[config.mk]
export PLATFORM = sky130hd
export DESIGN_NAME = tagged_byte_pair_deframer_unit
export DESIGN_NICKNAME = d
export VERILOG_FILES = /design/src/design/tbpd_pkg.sv /design/src/design/tagged_byte_pair_deframer_unit.sv /design/src/design/tbpd_ram.sv
export SDC_FILE = /design/constraint.sdc
export NUM_CORES = 1
export LEC_CHECK = 0
export BUFFER_PORTS_ARGS = -buffer_cell sky130_fd_sc_hd__buf_2
export CORE_ASPECT_RATIO = 1.2
export CORE_MARGIN = 2
export CORE_UTILIZATION = 40
export CTS_BUF_LIST = sky130_fd_sc_hd__clkbuf_8
export CTS_CLUSTER_SIZE = 12
export DETAILED_ROUTE_END_ITERATION = 10
export GPL_TIMING_DRIVEN = 1
export PLACE_DENSITY_LB_ADDON = 0.2
export SLEW_MARGIN = 5
export SYNTH_ARGS = -nofsm -noshare
export SYNTH_HDL_FRONTEND = slang
export SYNTH_SLANG_ARGS = --single-unit
[constraint.sdc]
create_clock -name clk -period 2.62 [get_ports clk]
set_input_delay 0.786 -clock clk [delete_from_list [all_inputs] [get_ports clk]]
set_output_delay 0.786 -clock clk [all_outputs]
set_load 0.005 [all_outputs]
[src/design/tbpd_pkg.sv]
// Shared types and constants for the tagged byte-pair deframer.
package tbpd_pkg;

  localparam int BYTE_W     = 8;
  localparam int WORD_W     = 32;
  localparam int WORD_IDX_W = 4;
  localparam int LEN_W      = 6;
  localparam int CFG_IDX_W  = 2;
  localparam int LANE_W     = 2;

  // Configuration register indexes
  localparam logic [CFG_IDX_W-1:0] CFG_CONTENT_CODE = 2'd0;
  localparam logic [CFG_IDX_W-1:0] CFG_HEADER_CODE  = 2'd1;
  localparam logic [CFG_IDX_W-1:0] CFG_FOOTER_CODE  = 2'd2;

  // Reset values of the command codes
  localparam logic [BYTE_W-1:0] CONTENT_CODE_RST = 8'd1;
  localparam logic [BYTE_W-1:0] HEADER_CODE_RST  = 8'd2;
  localparam logic [BYTE_W-1:0] FOOTER_CODE_RST  = 8'd3;

  localparam logic [LANE_W-1:0] LAST_LANE = 2'd3;

  typedef enum logic [1:0] {
    CMD_NONE    = 2'd0,
    CMD_CONTENT = 2'd1,
    CMD_HEADER  = 2'd2,
    CMD_FOOTER  = 2'd3
  } cmd_t;

  typedef enum logic {
    ST_RUN  = 1'b0,
    ST_DUMP = 1'b1
  } state_t;

endpackage

[src/design/tagged_byte_pair_deframer_unit.sv]
// Top level of the tagged byte-pair deframer: command decode, byte store, record dump.
//
// Input channel (in_valid/in_ready, data_byte) carries one received byte per
// transaction; the stream alternates a command byte and a data byte.
// Output channel (out_valid/out_ready) carries one 32-bit record word per
// transaction with its word_index, frame_length and last_word flag.
// cfg_write/cfg_index/cfg_data set the content, header and footer codes.
//
// Command and content/header bytes are accepted one byte per cycle while no
// record dump runs.
// A footer data byte starts a dump that reads the byte store through its
// single read port, one byte per cycle unless held for a busy output register
// (see below); each word passes the RAM read register, then the output register.
// Input is held off while the dump reads the store.
// The last word is registered; input is taken again while it waits.
// When the receiver stalls, the dump holds before the byte that completes
// the next word until the output register is free.
// Reset restores the default codes, returns to command phase and clears
// the per-entry written flags, so the store reads as zeros at once; no
// clearing pass is needed.
module tagged_byte_pair_deframer_unit #(
  parameter int STORE_DEPTH  = 64,
  parameter int RECORD_WORDS = 14
) (
  input  logic                               clk,
  input  logic                               rst,
  input  logic                               in_valid,
  output logic                               in_ready,
  input  logic [tbpd_pkg::BYTE_W-1:0]        data_byte,
  output logic                               out_valid,
  input  logic                               out_ready,
  output logic [tbpd_pkg::WORD_W-1:0]        record_word,
  output logic [tbpd_pkg::WORD_IDX_W-1:0]    word_index,
  output logic [tbpd_pkg::LEN_W-1:0]         frame_length,
  output logic                               last_word,
  input  logic                               cfg_write,
  input  logic [tbpd_pkg::CFG_IDX_W-1:0]     cfg_index,
  input  logic [tbpd_pkg::BYTE_W-1:0]        cfg_data
);

  localparam int AW = $clog2(STORE_DEPTH);
  localparam int IDX_W = tbpd_pkg::WORD_IDX_W + tbpd_pkg::LANE_W;
  localparam int CMP_W = (AW > IDX_W) ? AW + 1 : IDX_W + 1;

  tbpd_pkg::state_t state, state_next;
  tbpd_pkg::cmd_t   active_cmd, active_cmd_next;
  logic             expect_command, expect_command_next;
  logic [AW-1:0]    fill_index, fill_index_next;
  logic [tbpd_pkg::LEN_W-1:0] dump_len, dump_len_next;
  logic [tbpd_pkg::WORD_IDX_W-1:0] word_cnt, word_cnt_next;
  logic [tbpd_pkg::LANE_W-1:0] lane, lane_next;

  logic [tbpd_pkg::BYTE_W-1:0] content_code, header_code, footer_code;
  logic [STORE_DEPTH-1:0]      written;

  logic                        ram_we;
  logic                        rd_en;
  logic [AW-1:0]               ram_raddr;
  logic [tbpd_pkg::BYTE_W-1:0] ram_rdata;
  logic [IDX_W-1:0]            rd_idx;
  logic                        rd_beyond;

  logic                        rd_issue;
  logic [tbpd_pkg::LANE_W-1:0] rd_lane;
  logic [tbpd_pkg::WORD_IDX_W-1:0] rd_word;
  logic                        rd_zero;
  logic [tbpd_pkg::BYTE_W-1:0] rd_byte;
  logic [23:0]                 word_acc;
  logic                        word_load;

  tbpd_ram #(
    .WIDTH(tbpd_pkg::BYTE_W),
    .DEPTH(STORE_DEPTH)
  ) u_store (
    .clk  (clk),
    .we   (ram_we),
    .waddr(fill_index),
    .wdata(data_byte),
    .re   (rd_en),
    .raddr(ram_raddr),
    .rdata(ram_rdata)
  );

  assign rd_idx    = {word_cnt, lane};
  assign rd_beyond = CMP_W'(rd_idx) >= CMP_W'(STORE_DEPTH);
  assign ram_raddr = AW'(rd_idx);
  assign in_ready  = (state == tbpd_pkg::ST_RUN);

  always_comb begin
    state_next          = state;
    active_cmd_next     = active_cmd;
    expect_command_next = expect_command;
    fill_index_next     = fill_index;
    dump_len_next       = dump_len;
    word_cnt_next       = word_cnt;
    lane_next           = lane;
    ram_we              = 1'b0;
    rd_en               = 1'b0;
    case (state)
      tbpd_pkg::ST_RUN: begin
        if (in_valid) begin
          if (expect_command) begin
            if (data_byte == content_code) begin
              active_cmd_next     = tbpd_pkg::CMD_CONTENT;
              expect_command_next = 1'b0;
            end else if (data_byte == header_code) begin
              active_cmd_next     = tbpd_pkg::CMD_HEADER;
              expect_command_next = 1'b0;
            end else if (data_byte == footer_code) begin
              active_cmd_next     = tbpd_pkg::CMD_FOOTER;
              expect_command_next = 1'b0;
            end
          end else begin
            expect_command_next = 1'b1;
            case (active_cmd)
              tbpd_pkg::CMD_CONTENT: begin
                ram_we = 1'b1;
                if (fill_index == AW'(STORE_DEPTH - 1)) begin
                  fill_index_next = '0;
                end else begin
                  fill_index_next = fill_index + AW'(1);
                end
              end
              tbpd_pkg::CMD_HEADER: begin
                fill_index_next = '0;
              end
              tbpd_pkg::CMD_FOOTER: begin
                dump_len_next   = fill_index[tbpd_pkg::LEN_W-1:0];
                fill_index_next = '0;
                word_cnt_next   = '0;
                lane_next       = '0;
                state_next      = tbpd_pkg::ST_DUMP;
              end
              default: begin
              end
            endcase
          end
        end
      end
      tbpd_pkg::ST_DUMP: begin
        // hold the word-completing read until the output register is free
        if (lane != tbpd_pkg::LAST_LANE || !out_valid) begin
          rd_en     = 1'b1;
          lane_next = lane + tbpd_pkg::LANE_W'(1);
          if (lane == tbpd_pkg::LAST_LANE) begin
            word_cnt_next = word_cnt + tbpd_pkg::WORD_IDX_W'(1);
            if (word_cnt == tbpd_pkg::WORD_IDX_W'(RECORD_WORDS - 1)) begin
              state_next = tbpd_pkg::ST_RUN;
            end
          end
        end
      end
      default: begin
        state_next = tbpd_pkg::ST_RUN;
      end
    endcase
  end

  always_ff @(posedge clk) begin
    if (rst) begin
      state          <= tbpd_pkg::ST_RUN;
      active_cmd     <= tbpd_pkg::CMD_NONE;
      expect_command <= 1'b1;
      fill_index     <= '0;
      word_cnt       <= '0;
      lane           <= '0;
    end else begin
      state          <= state_next;
      active_cmd     <= active_cmd_next;
      expect_command <= expect_command_next;
      fill_index     <= fill_index_next;
      word_cnt       <= word_cnt_next;
      lane           <= lane_next;
    end
  end

  always_ff @(posedge clk) begin
    dump_len <= dump_len_next;
  end

  // Configuration registers
  always_ff @(posedge clk) begin
    if (rst) begin
      content_code <= tbpd_pkg::CONTENT_CODE_RST;
      header_code  <= tbpd_pkg::HEADER_CODE_RST;
      footer_code  <= tbpd_pkg::FOOTER_CODE_RST;
    end else if (cfg_write) begin
      case (cfg_index)
        tbpd_pkg::CFG_CONTENT_CODE: content_code <= cfg_data;
        tbpd_pkg::CFG_HEADER_CODE:  header_code  <= cfg_data;
        tbpd_pkg::CFG_FOOTER_CODE:  footer_code  <= cfg_data;
        default: begin
        end
      endcase
    end
  end

  // Entries never written read as zero
  always_ff @(posedge clk) begin
    if (rst) begin
      written <= '0;
    end else if (ram_we) begin
      written[fill_index] <= 1'b1;
    end
  end

  // Track the read in flight alongside the RAM latency
  always_ff @(posedge clk) begin
    if (rst) begin
      rd_issue <= 1'b0;
    end else begin
      rd_issue <= rd_en;
    end
  end

  always_ff @(posedge clk) begin
    rd_lane <= lane;
    rd_word <= word_cnt;
    rd_zero <= rd_beyond || !written[ram_raddr];
  end

  assign rd_byte   = rd_zero ? '0 : ram_rdata;
  assign word_load = rd_issue && (rd_lane == tbpd_pkg::LAST_LANE);

  always_ff @(posedge clk) begin
    if (rd_issue) begin
      case (rd_lane)
        2'd0: word_acc[7:0]   <= rd_byte;
        2'd1: word_acc[15:8]  <= rd_byte;
        2'd2: word_acc[23:16] <= rd_byte;
        default: begin
        end
      endcase
    end
  end

  // Output register
  always_ff @(posedge clk) begin
    if (rst) begin
      out_valid <= 1'b0;
    end else if (word_load) begin
      out_valid <= 1'b1;
    end else if (out_ready) begin
      out_valid <= 1'b0;
    end
  end

  always_ff @(posedge clk) begin
    if (word_load) begin
      record_word  <= {rd_byte, word_acc};
      word_index   <= rd_word;
      frame_length <= dump_len;
      last_word    <= (rd_word == tbpd_pkg::WORD_IDX_W'(RECORD_WORDS - 1));
    end
  end

endmodule

[src/design/tbpd_ram.sv]
// Generic single-write, single-read synchronous RAM with registered read data.
module tbpd_ram #(
  parameter int WIDTH = 8,
  parameter int DEPTH = 64
) (
  input  logic                     clk,
  input  logic                     we,
  input  logic [$clog2(DEPTH)-1:0] waddr,
  input  logic [WIDTH-1:0]         wdata,
  input  logic                     re,
  input  logic [$clog2(DEPTH)-1:0] raddr,
  output logic [WIDTH-1:0]         rdata
);

  logic [WIDTH-1:0] mem [DEPTH];

  always_ff @(posedge clk) begin
    if (we) begin
      mem[waddr] <= wdata;
    end
    if (re) begin
      rdata <= mem[raddr];
    end
  end

endmodule

Word level (Yosys, flattened, before mapping) --
Memories as Yosys holds them, arrays and structs flattened. A register that Yosys moved wholly into a read port is not among the register bits. Index checks and enable logic that the tools add are counted.
Storage, ports and cells: word-level logic and storage cells 119, output and inout bits 45, bits of input ports 23, flip-flop bits (word level) 186, bits in writable memories 512, memories kept 1
Memory list:
- u_store.mem | words 64, width 8, read ports 1, clocked after Yosys merged registers in 1, write ports 1, line tbpd_ram.sv:15 | logic [WIDTH-1:0] mem [DEPTH];
Operators by class: multiplexer cells 42, bitwise operators 3, reduce and logical (&&, ||, !) cells 23, magnitude comparators 3, $add $sub $neg 3, equal/unequal tests 21
Operators with widths (number):
- 64-bit bitwise OR | 1
- 8-bit == test | 3
- 1-bit 2-to-1 mux | 22
- 4-bit 2-to-1 mux | 5
- 4-bit AND reduction | 4
- 6-bit by 7-bit < comparator with 1-bit output, second input constant | 2
- 2-bit 2-to-1 mux | 7
- 2-bit AND reduction | 7
- 2-bit == test, second input constant | 6
- 6-bit case mux with 2 select lines | 1
- 4-bit == test, second input constant | 2
- 8-bit 2-to-1 mux | 1
- 4-bit case mux with 2 select lines | 1
- 6-bit by 1-bit adder with 6-bit output, second input constant | 1
- 1-bit binary-select mux with 6-bit select | 1
- 1-bit demux with 6-bit select | 1
- 2-bit by 1-bit == test with 1-bit output, second input constant | 3
- 6-bit == test, second input constant | 1
- 6-bit by 1-bit greater-or-equal comparator with 1-bit output, second input constant | 1
- 6-bit 2-to-1 mux | 1
- 2-bit by 1-bit != test with 1-bit output, second input constant | 3
- 2-bit != test, second input constant | 3
- 5-bit AND reduction | 1
- 4-bit by 1-bit adder with 4-bit output, second input constant | 1
- 11 further kinds | 16

Logic depth before layout (Yosys ltp) --
depth after elaboration 7, gate-level depth with buffers 9, depth with buffers taken out 7

By module --
Synthesis repeated with hierarchy kept, for this count alone.
Unflattened totals: cell total of the unflattened synthesis 1531, area total of the unflattened synthesis 27362.5 um2
Modules (own cells, without submodules):
- tbpd_ram | area each 20246.9 um2, times used 1, cells an instance 940, sequential area each 15615.0 um2
- tagged_byte_pair_deframer_unit | area each 7115.6 um2, times used 1, cells an instance 591, sequential area each 4454.3 um2

Worst setup path before layout --
Ideal clock, no wire load.
kind input -> register, start point input in_valid, end point memory u_store.mem[37][0] (enable), path slack 0.335 ns, library setup time 0.374 ns, arrival time 1.912 ns, required time 2.246 ns, path buffers 1, stages 4, path through and4bb_2 buf_2 nand4_1 nor2_1
Between the ends: word-level cells in the longest chain between the ends 4
Ends and longest elaborated chain:
- from (decl) | line tagged_byte_pair_deframer_unit.sv:27 | input logic in_valid,
- 1-bit 2-to-1 mux | line tagged_byte_pair_deframer_unit.sv:101 | if (in_valid) begin
- 1-bit 2-to-1 mux | line tagged_byte_pair_deframer_unit.sv:99 | case (state)
- 1-bit 2-to-1 mux | line tbpd_ram.sv:18 | if (we) begin
- 1-bit 2-to-1 mux (implied by the code) | line tbpd_ram.sv:19 | mem[waddr] <= wdata;
- to (decl) | line tbpd_ram.sv:15
Every way passes these cells.

Worst setup path after layout --
start point register lane[0] (netlist name), end point register u_store.rdata[0], read port of u_store.mem, data pin
Between the ends: word-level cells in the longest chain between the ends 4
Ends and longest elaborated chain:
- from (decl) | line tagged_byte_pair_deframer_unit.sv:51 | logic [tbpd_pkg::LANE_W-1:0] lane, lane_next;
- from (signal assigned) | line tagged_byte_pair_deframer_unit.sv:173 | lane <= lane_next;
- 2-bit != test | line tagged_byte_pair_deframer_unit.sv:142 | if (lane != tbpd_pkg::LAST_LANE || !out_valid) begin
- 1-bit logical OR | line tagged_byte_pair_deframer_unit.sv:142
- 1-bit 2-to-1 mux | line tagged_byte_pair_deframer_unit.sv:142
- 1-bit 2-to-1 mux | line tagged_byte_pair_deframer_unit.sv:99
- to (decl) | line tbpd_ram.sv:12 | output logic [WIDTH-1:0] rdata
Several ways; a longest one is shown, not always the timed one. A chain may end at the register's enable or synchronous reset.

==> impl_metrics.prom <==
# TYPE chip_impl_metric gauge
chip_impl_metric{name="fin_ws",unit="ns"} 0.211
chip_impl_metric{name="tightestPinTransition",unit="ns"} 0.894
chip_impl_metric{name="tritoncts.num_buffers",unit=""} 105
chip_impl_metric{name="drive_gt1_share",unit="%"} 26.7
chip_impl_metric{name="post_synth_inst_count",unit=""} 1545
chip_impl_metric{name="period_needed",unit="ns"} 2.41
chip_impl_info{name="post-synth-top-area-cell",value="sky130_fd_sc_hd__edfxtp_1"} 1
chip_impl_metric{name="seq_area_frac_synth",unit="%"} 74.3
chip_impl_metric{name="hpwlAfterDp",unit="um"} 44700
chip_impl_metric{name="gp_congestion",unit=""} 0.831
chip_impl_metric{name="clock_tree_buffer_depth",unit=""} 3
chip_impl_metric{name="dr_total_vias",unit=""} 14600
chip_impl_metric{name="die_height",unit="um"} 289
chip_impl_metric{name="worst_slew_margin_rel",unit="%"} 40.2
chip_impl_metric{name="final_design_area_no_fill",unit="sq um"} 31600
chip_impl_metric{name="num_io_pins",unit=""} 68
chip_impl_metric{name="number_of_placed_cells_counting_well_taps",unit=""} 2593
chip_impl_metric{name="num-nets-final",unit=""} 1829
chip_impl_metric{name="yosys-mux-area-fraction",unit="%"} 13.1
chip_impl_metric{name="syn-num-nets",unit=""} 1572
chip_impl_metric{name="layout-area-overhead-vs-synth",unit="%"} 16.9
chip_impl_metric{name="ir_worst_vdd",unit="uV"} 442
chip_impl_metric{name="timing.final.hold_violations",unit=""} 0
chip_impl_metric{name="clk_lat_worst_skew",unit="ns"} 0.70
chip_impl_metric{name="clk_pin_slew",unit="ns"} 0.06
chip_impl_metric{name="dp_slack",unit="ns"} 0.0787
chip_impl_metric{name="post_drt_wl_per_cell",unit="um"} 24.4
chip_impl_metric{name="ys_warn_count",unit=""} 0
chip_impl_info{name="setup_repair_after_global_routing_missed_its_margin",value="false"} 1
chip_impl_metric{name="die-area",unit="sq um"} 69700
chip_impl_info{name="tritoncts",value="yes"} 1
chip_impl_metric{name="die_width",unit="um"} 241
chip_impl_metric{name="setup-violations-final",unit=""} 0
chip_impl_metric{name="synth.lib_cells_used.distinct",unit=""} 52
chip_impl_info{name="regToRegEndpoint",value="u_store.rdata[0]"} 1
chip_impl_metric{name="drcViolationCount",unit=""} 0
chip_impl_metric{name="numPortBuffers",unit=""} 67
chip_impl_metric{name="clock_sinks",unit=""} 706
chip_impl_metric{name="reg2reg_depth",unit=""} 7
chip_impl_info{name="timing.setup.critical_path_class",value="reg2reg"} 1
chip_impl_metric{name="synth_adder_area_share",unit="%"} 0.185
chip_impl_metric{name="power_per_cell_area",unit="nW/um^2"} 669
chip_impl_metric{name="first_iter_violations",unit=""} 1036
chip_impl_metric{name="route.final.wire_length",unit="um"} 68100
chip_impl_metric{name="final-instance-count-excl-fill",unit=""} 2796
chip_impl_info{name="most_used_standard_cells_in_the_synthesized_netlist",value="sky130_fd_sc_hd__edfxtp_1 (593), sky130_fd_sc_hd__nor2_1 (244), sky130_fd_sc_hd__dfxtp_1 (113)"} 1
chip_impl_metric{name="grt_pass1_vias",unit=""} 15000
chip_impl_metric{name="post-layout-total-power",unit="mW"} 21.1
chip_impl_metric{name="crit_path_max_fanout",unit=""} 25
chip_impl_metric{name="achievable-frequency",unit="GHz"} 0.415
chip_impl_metric{name="report.final.slew_viol_count",unit=""} 0
chip_impl_metric{name="placementRows",unit=""} 104
chip_impl_metric{name="grt_pass1_wl",unit="um"} 101000
chip_impl_info{name="timing.critical_path.from_type",value="register"} 1
chip_impl_metric{name="worst-endpoint-required",unit="ns"} 3.08
chip_impl_metric{name="synth-seq-cells",unit=""} 706
chip_impl_metric{name="final_antenna_net_count",unit=""} 0
chip_impl_metric{name="netlist_area",unit="sq um"} 27000
chip_impl_metric{name="initial_utilization",unit="%"} 40.3
chip_impl_info{name="synthTopCellsByArea",value="sky130_fd_sc_hd__edfxtp_1 (66%), sky130_fd_sc_hd__mux4_2 (9.3%), sky130_fd_sc_hd__dfxtp_1 (8.4%), sky130_fd_sc_hd__nor2_1 (3.4%), sky130_fd_sc_hd__mux2i_1 (2.8%)"} 1
chip_impl_info{name="synth_top_flop_cell",value="sky130_fd_sc_hd__edfxtp_1"} 1
chip_impl_metric{name="vias_per_cell",unit=""} 5.24
chip_impl_metric{name="filler_instances",unit=""} 5783
chip_impl_metric{name="number_of_antenna_violations_at_the_first_check_in_global_routing",unit=""} 3
chip_impl_metric{name="timing.setup.tns",unit="ns"} 0
chip_impl_metric{name="worst_clock_skew",unit="ns"} 0.0408
chip_impl_metric{name="synth.top_cell.area_share",unit="%"} 65.9
chip_impl_metric{name="maxCapViolations",unit=""} 0
chip_impl_info{name="whs_endpoint",value="content_code[0]"} 1
chip_impl_info{name="synth_top_family_by_area",value="multiplexers"} 1
chip_impl_info{name="endpoint_type_of_the_worst_setup_path",value="register"} 1
chip_impl_metric{name="coreArea",unit="sq um"} 67000
chip_impl_metric{name="grt.overflow.total",unit=""} 0
chip_impl_metric{name="cp_data_arrival_time",unit="ns"} 2.87
chip_impl_metric{name="grt_max_degree",unit=""} 65
chip_impl_metric{name="min_delay_path_depth",unit=""} 2
chip_impl_info{name="outcome",value="completed"} 1
chip_impl_metric{name="clock_tree.htree_level_count",unit=""} 3
chip_impl_metric{name="drt_pass1_iterations",unit=""} 5
chip_impl_metric{name="synth_compound_area_share",unit="%"} 3.55
chip_impl_metric{name="grt.total_usage",unit="%"} 20.1
chip_impl_info{name="clock_tree.root_cell",value="sky130_fd_sc_hd__clkbuf_8"} 1
chip_impl_info{name="worst_r2r_startpoint",value="lane[0]"} 1
chip_impl_metric{name="finalCritPeriodShare",unit="%"} 91.9
chip_impl_metric{name="post_dp_cell_area",unit="sq um"} 29500
chip_impl_metric{name="synth-xor-area-share",unit="%"} 0.843
chip_impl_metric{name="syn_avg_cell_area",unit="sq um"} 17.5
chip_impl_info{name="holdCritPathClass",value="in2reg"} 1
chip_impl_info{name="yosysMostFrequentCell",value="sky130_fd_sc_hd__edfxtp_1"} 1
chip_impl_metric{name="synth_enable_flop_cells",unit=""} 593
chip_impl_info{name="hp-start",value="cfg_data[0]"} 1
chip_impl_metric{name="asyncSetResetFlopFracSynth",unit="%"} 0
chip_impl_metric{name="static_leak",unit="nW"} 10.4
chip_impl_metric{name="reg2reg_slack",unit="ns"} 0.21
chip_impl_metric{name="synthSimpleGateAreaFrac",unit="%"} 6.26
==> registers in the layout, summed over array words and instances, names as in the netlist, 8 cells and up <==
name,count
content_code,8
footer_code,8
header_code,8
record_word,32
u_store.mem,512
u_store.rdata,8
word_acc,24
written,64
==> power breakdown <==
| group | internal [mW] | leakage (nW) | switching (mW) |
|---|---|---|---|
| registers | 12.1 | 6.29 | 0.0132 |
| logic | 0.0818 | 2.92 | 0.262 |
| clock network | 4.44 | 1.21 | 4.19 |
| total | 16.7 | 10.4 | 4.46 |
==> repair_timing <==
action | 4_1_cts | 5_1_grt
hold buffers | 0 | 0
setup endpoints to repair | 0 | 4
setup buffers | 0 | 3
resized for setup | 0 | 1
==> kinds of logic after synthesis <==
kind of cell	after synthesis
buffers and inverters	92
flip-flops	706
multiplexers	200
AND/OR/NAND/NOR	377
XOR/XNOR	26
AO/OA/AOI/OAI	140
adder cells (fa/ha/maj)	4
==> worst max-delay path by stage <==
stage                     depth (start not counted)      from                  to  slack, ns
after floorplan                                   4  in_valid  u_store.mem[37][0]       0.33
after global placement                            6  in_valid  u_store.mem[37][4]       0.12
after detailed placement                          7   lane[0]    u_store.rdata[3]       0.08
after CTS                                         7   lane[0]    u_store.rdata[3]       0.08
after global routing                              7   lane[0]             rd_zero       0.12
final                                             7   lane[0]    u_store.rdata[0]       0.21
==> worst max-delay path, cell delays in order, from the launching register on <==
cell and delay (ns):
sky130_fd_sc_hd__dfxtp_4 0.45, sky130_fd_sc_hd__buf_12 0.14, sky130_fd_sc_hd__buf_12 0.21, sky130_fd_sc_hd__mux4_2 0.57, sky130_fd_sc_hd__a22oi_1 0.16, sky130_fd_sc_hd__buf_4 0.15
sky130_fd_sc_hd__a21oi_1 0.13, sky130_fd_sc_hd__a211o_1 0.31
==> area by class of cell <==
class	instances	area [sq um]	area share, %
diodes	1	2.50	0.00792
inverters	9	33.8	0.107
clock buffers	125	1720	5.44
multi-input cells	747	6460	20.4
clock inverters	74	353	1.12
well taps	901	1130	3.57
flip-flops and latches	706	20100	63.5
repair buffers	233	1830	5.79
==> layer usage <==
| layer | GRT usage [%] | wire [um] | share of wire, % |
|---|---|---|---|
| met1 | 25.8 | 28400 | 42 |
| met2 | 34.3 | 34800 | 51 |
| met3 | 3.16 | 2670 | 3.9 |
| met4 | 7.99 | 2260 | 3.3 |
| met5 | 0 | 16 | 0.023 |
==> cells in the final DEF, fill, tap and decap left out, types with 5 or more instances in the layout <==
| master | instances |
|---|---|
| sky130_fd_sc_hd__a211o_1 | 11 |
| sky130_fd_sc_hd__a211oi_1 | 17 |
| sky130_fd_sc_hd__a21oi_1 | 27 |
| sky130_fd_sc_hd__a221oi_1 | 7 |
| sky130_fd_sc_hd__a22o_1 | 5 |
| sky130_fd_sc_hd__a22oi_1 | 16 |
| sky130_fd_sc_hd__and2_1 | 10 |
| sky130_fd_sc_hd__buf_12 | 18 |
| sky130_fd_sc_hd__buf_2 | 66 |
| sky130_fd_sc_hd__buf_4 | 148 |
| sky130_fd_sc_hd__clkbuf_8 | 125 |
| sky130_fd_sc_hd__clkinv_1 | 16 |
| sky130_fd_sc_hd__clkinv_2 | 15 |
| sky130_fd_sc_hd__dfxtp_1 | 110 |
| sky130_fd_sc_hd__edfxtp_1 | 593 |
| sky130_fd_sc_hd__inv_1 | 46 |
| sky130_fd_sc_hd__mux2_2 | 6 |
| sky130_fd_sc_hd__mux2i_1 | 75 |
| sky130_fd_sc_hd__mux4_1 | 8 |
| sky130_fd_sc_hd__mux4_2 | 111 |
| sky130_fd_sc_hd__nand2_1 | 27 |
| sky130_fd_sc_hd__nand2b_1 | 10 |
| sky130_fd_sc_hd__nand3_1 | 7 |
| sky130_fd_sc_hd__nand3b_1 | 10 |
| sky130_fd_sc_hd__nand4_1 | 19 |
| sky130_fd_sc_hd__nor2_1 | 244 |
| sky130_fd_sc_hd__nor2b_1 | 19 |
| sky130_fd_sc_hd__nor3_1 | 14 |
| sky130_fd_sc_hd__o21ai_0 | 23 |
| sky130_fd_sc_hd__o221ai_1 | 5 |
| sky130_fd_sc_hd__o22ai_1 | 12 |
| sky130_fd_sc_hd__xnor2_1 | 24 |
==> per-stage QoR <==
step           hold slack (ns)  utilization, %
4_1_cts                  0.260            47.1
3_3_place_gp             0.402            44.0
5_1_grt                  0.316            47.2
3_5_place_dp             0.405            44.0
6_report                 0.329            47.2
2_1_floorplan            0.329               -
No activity file was read; power rests on OpenSTA's default activity.
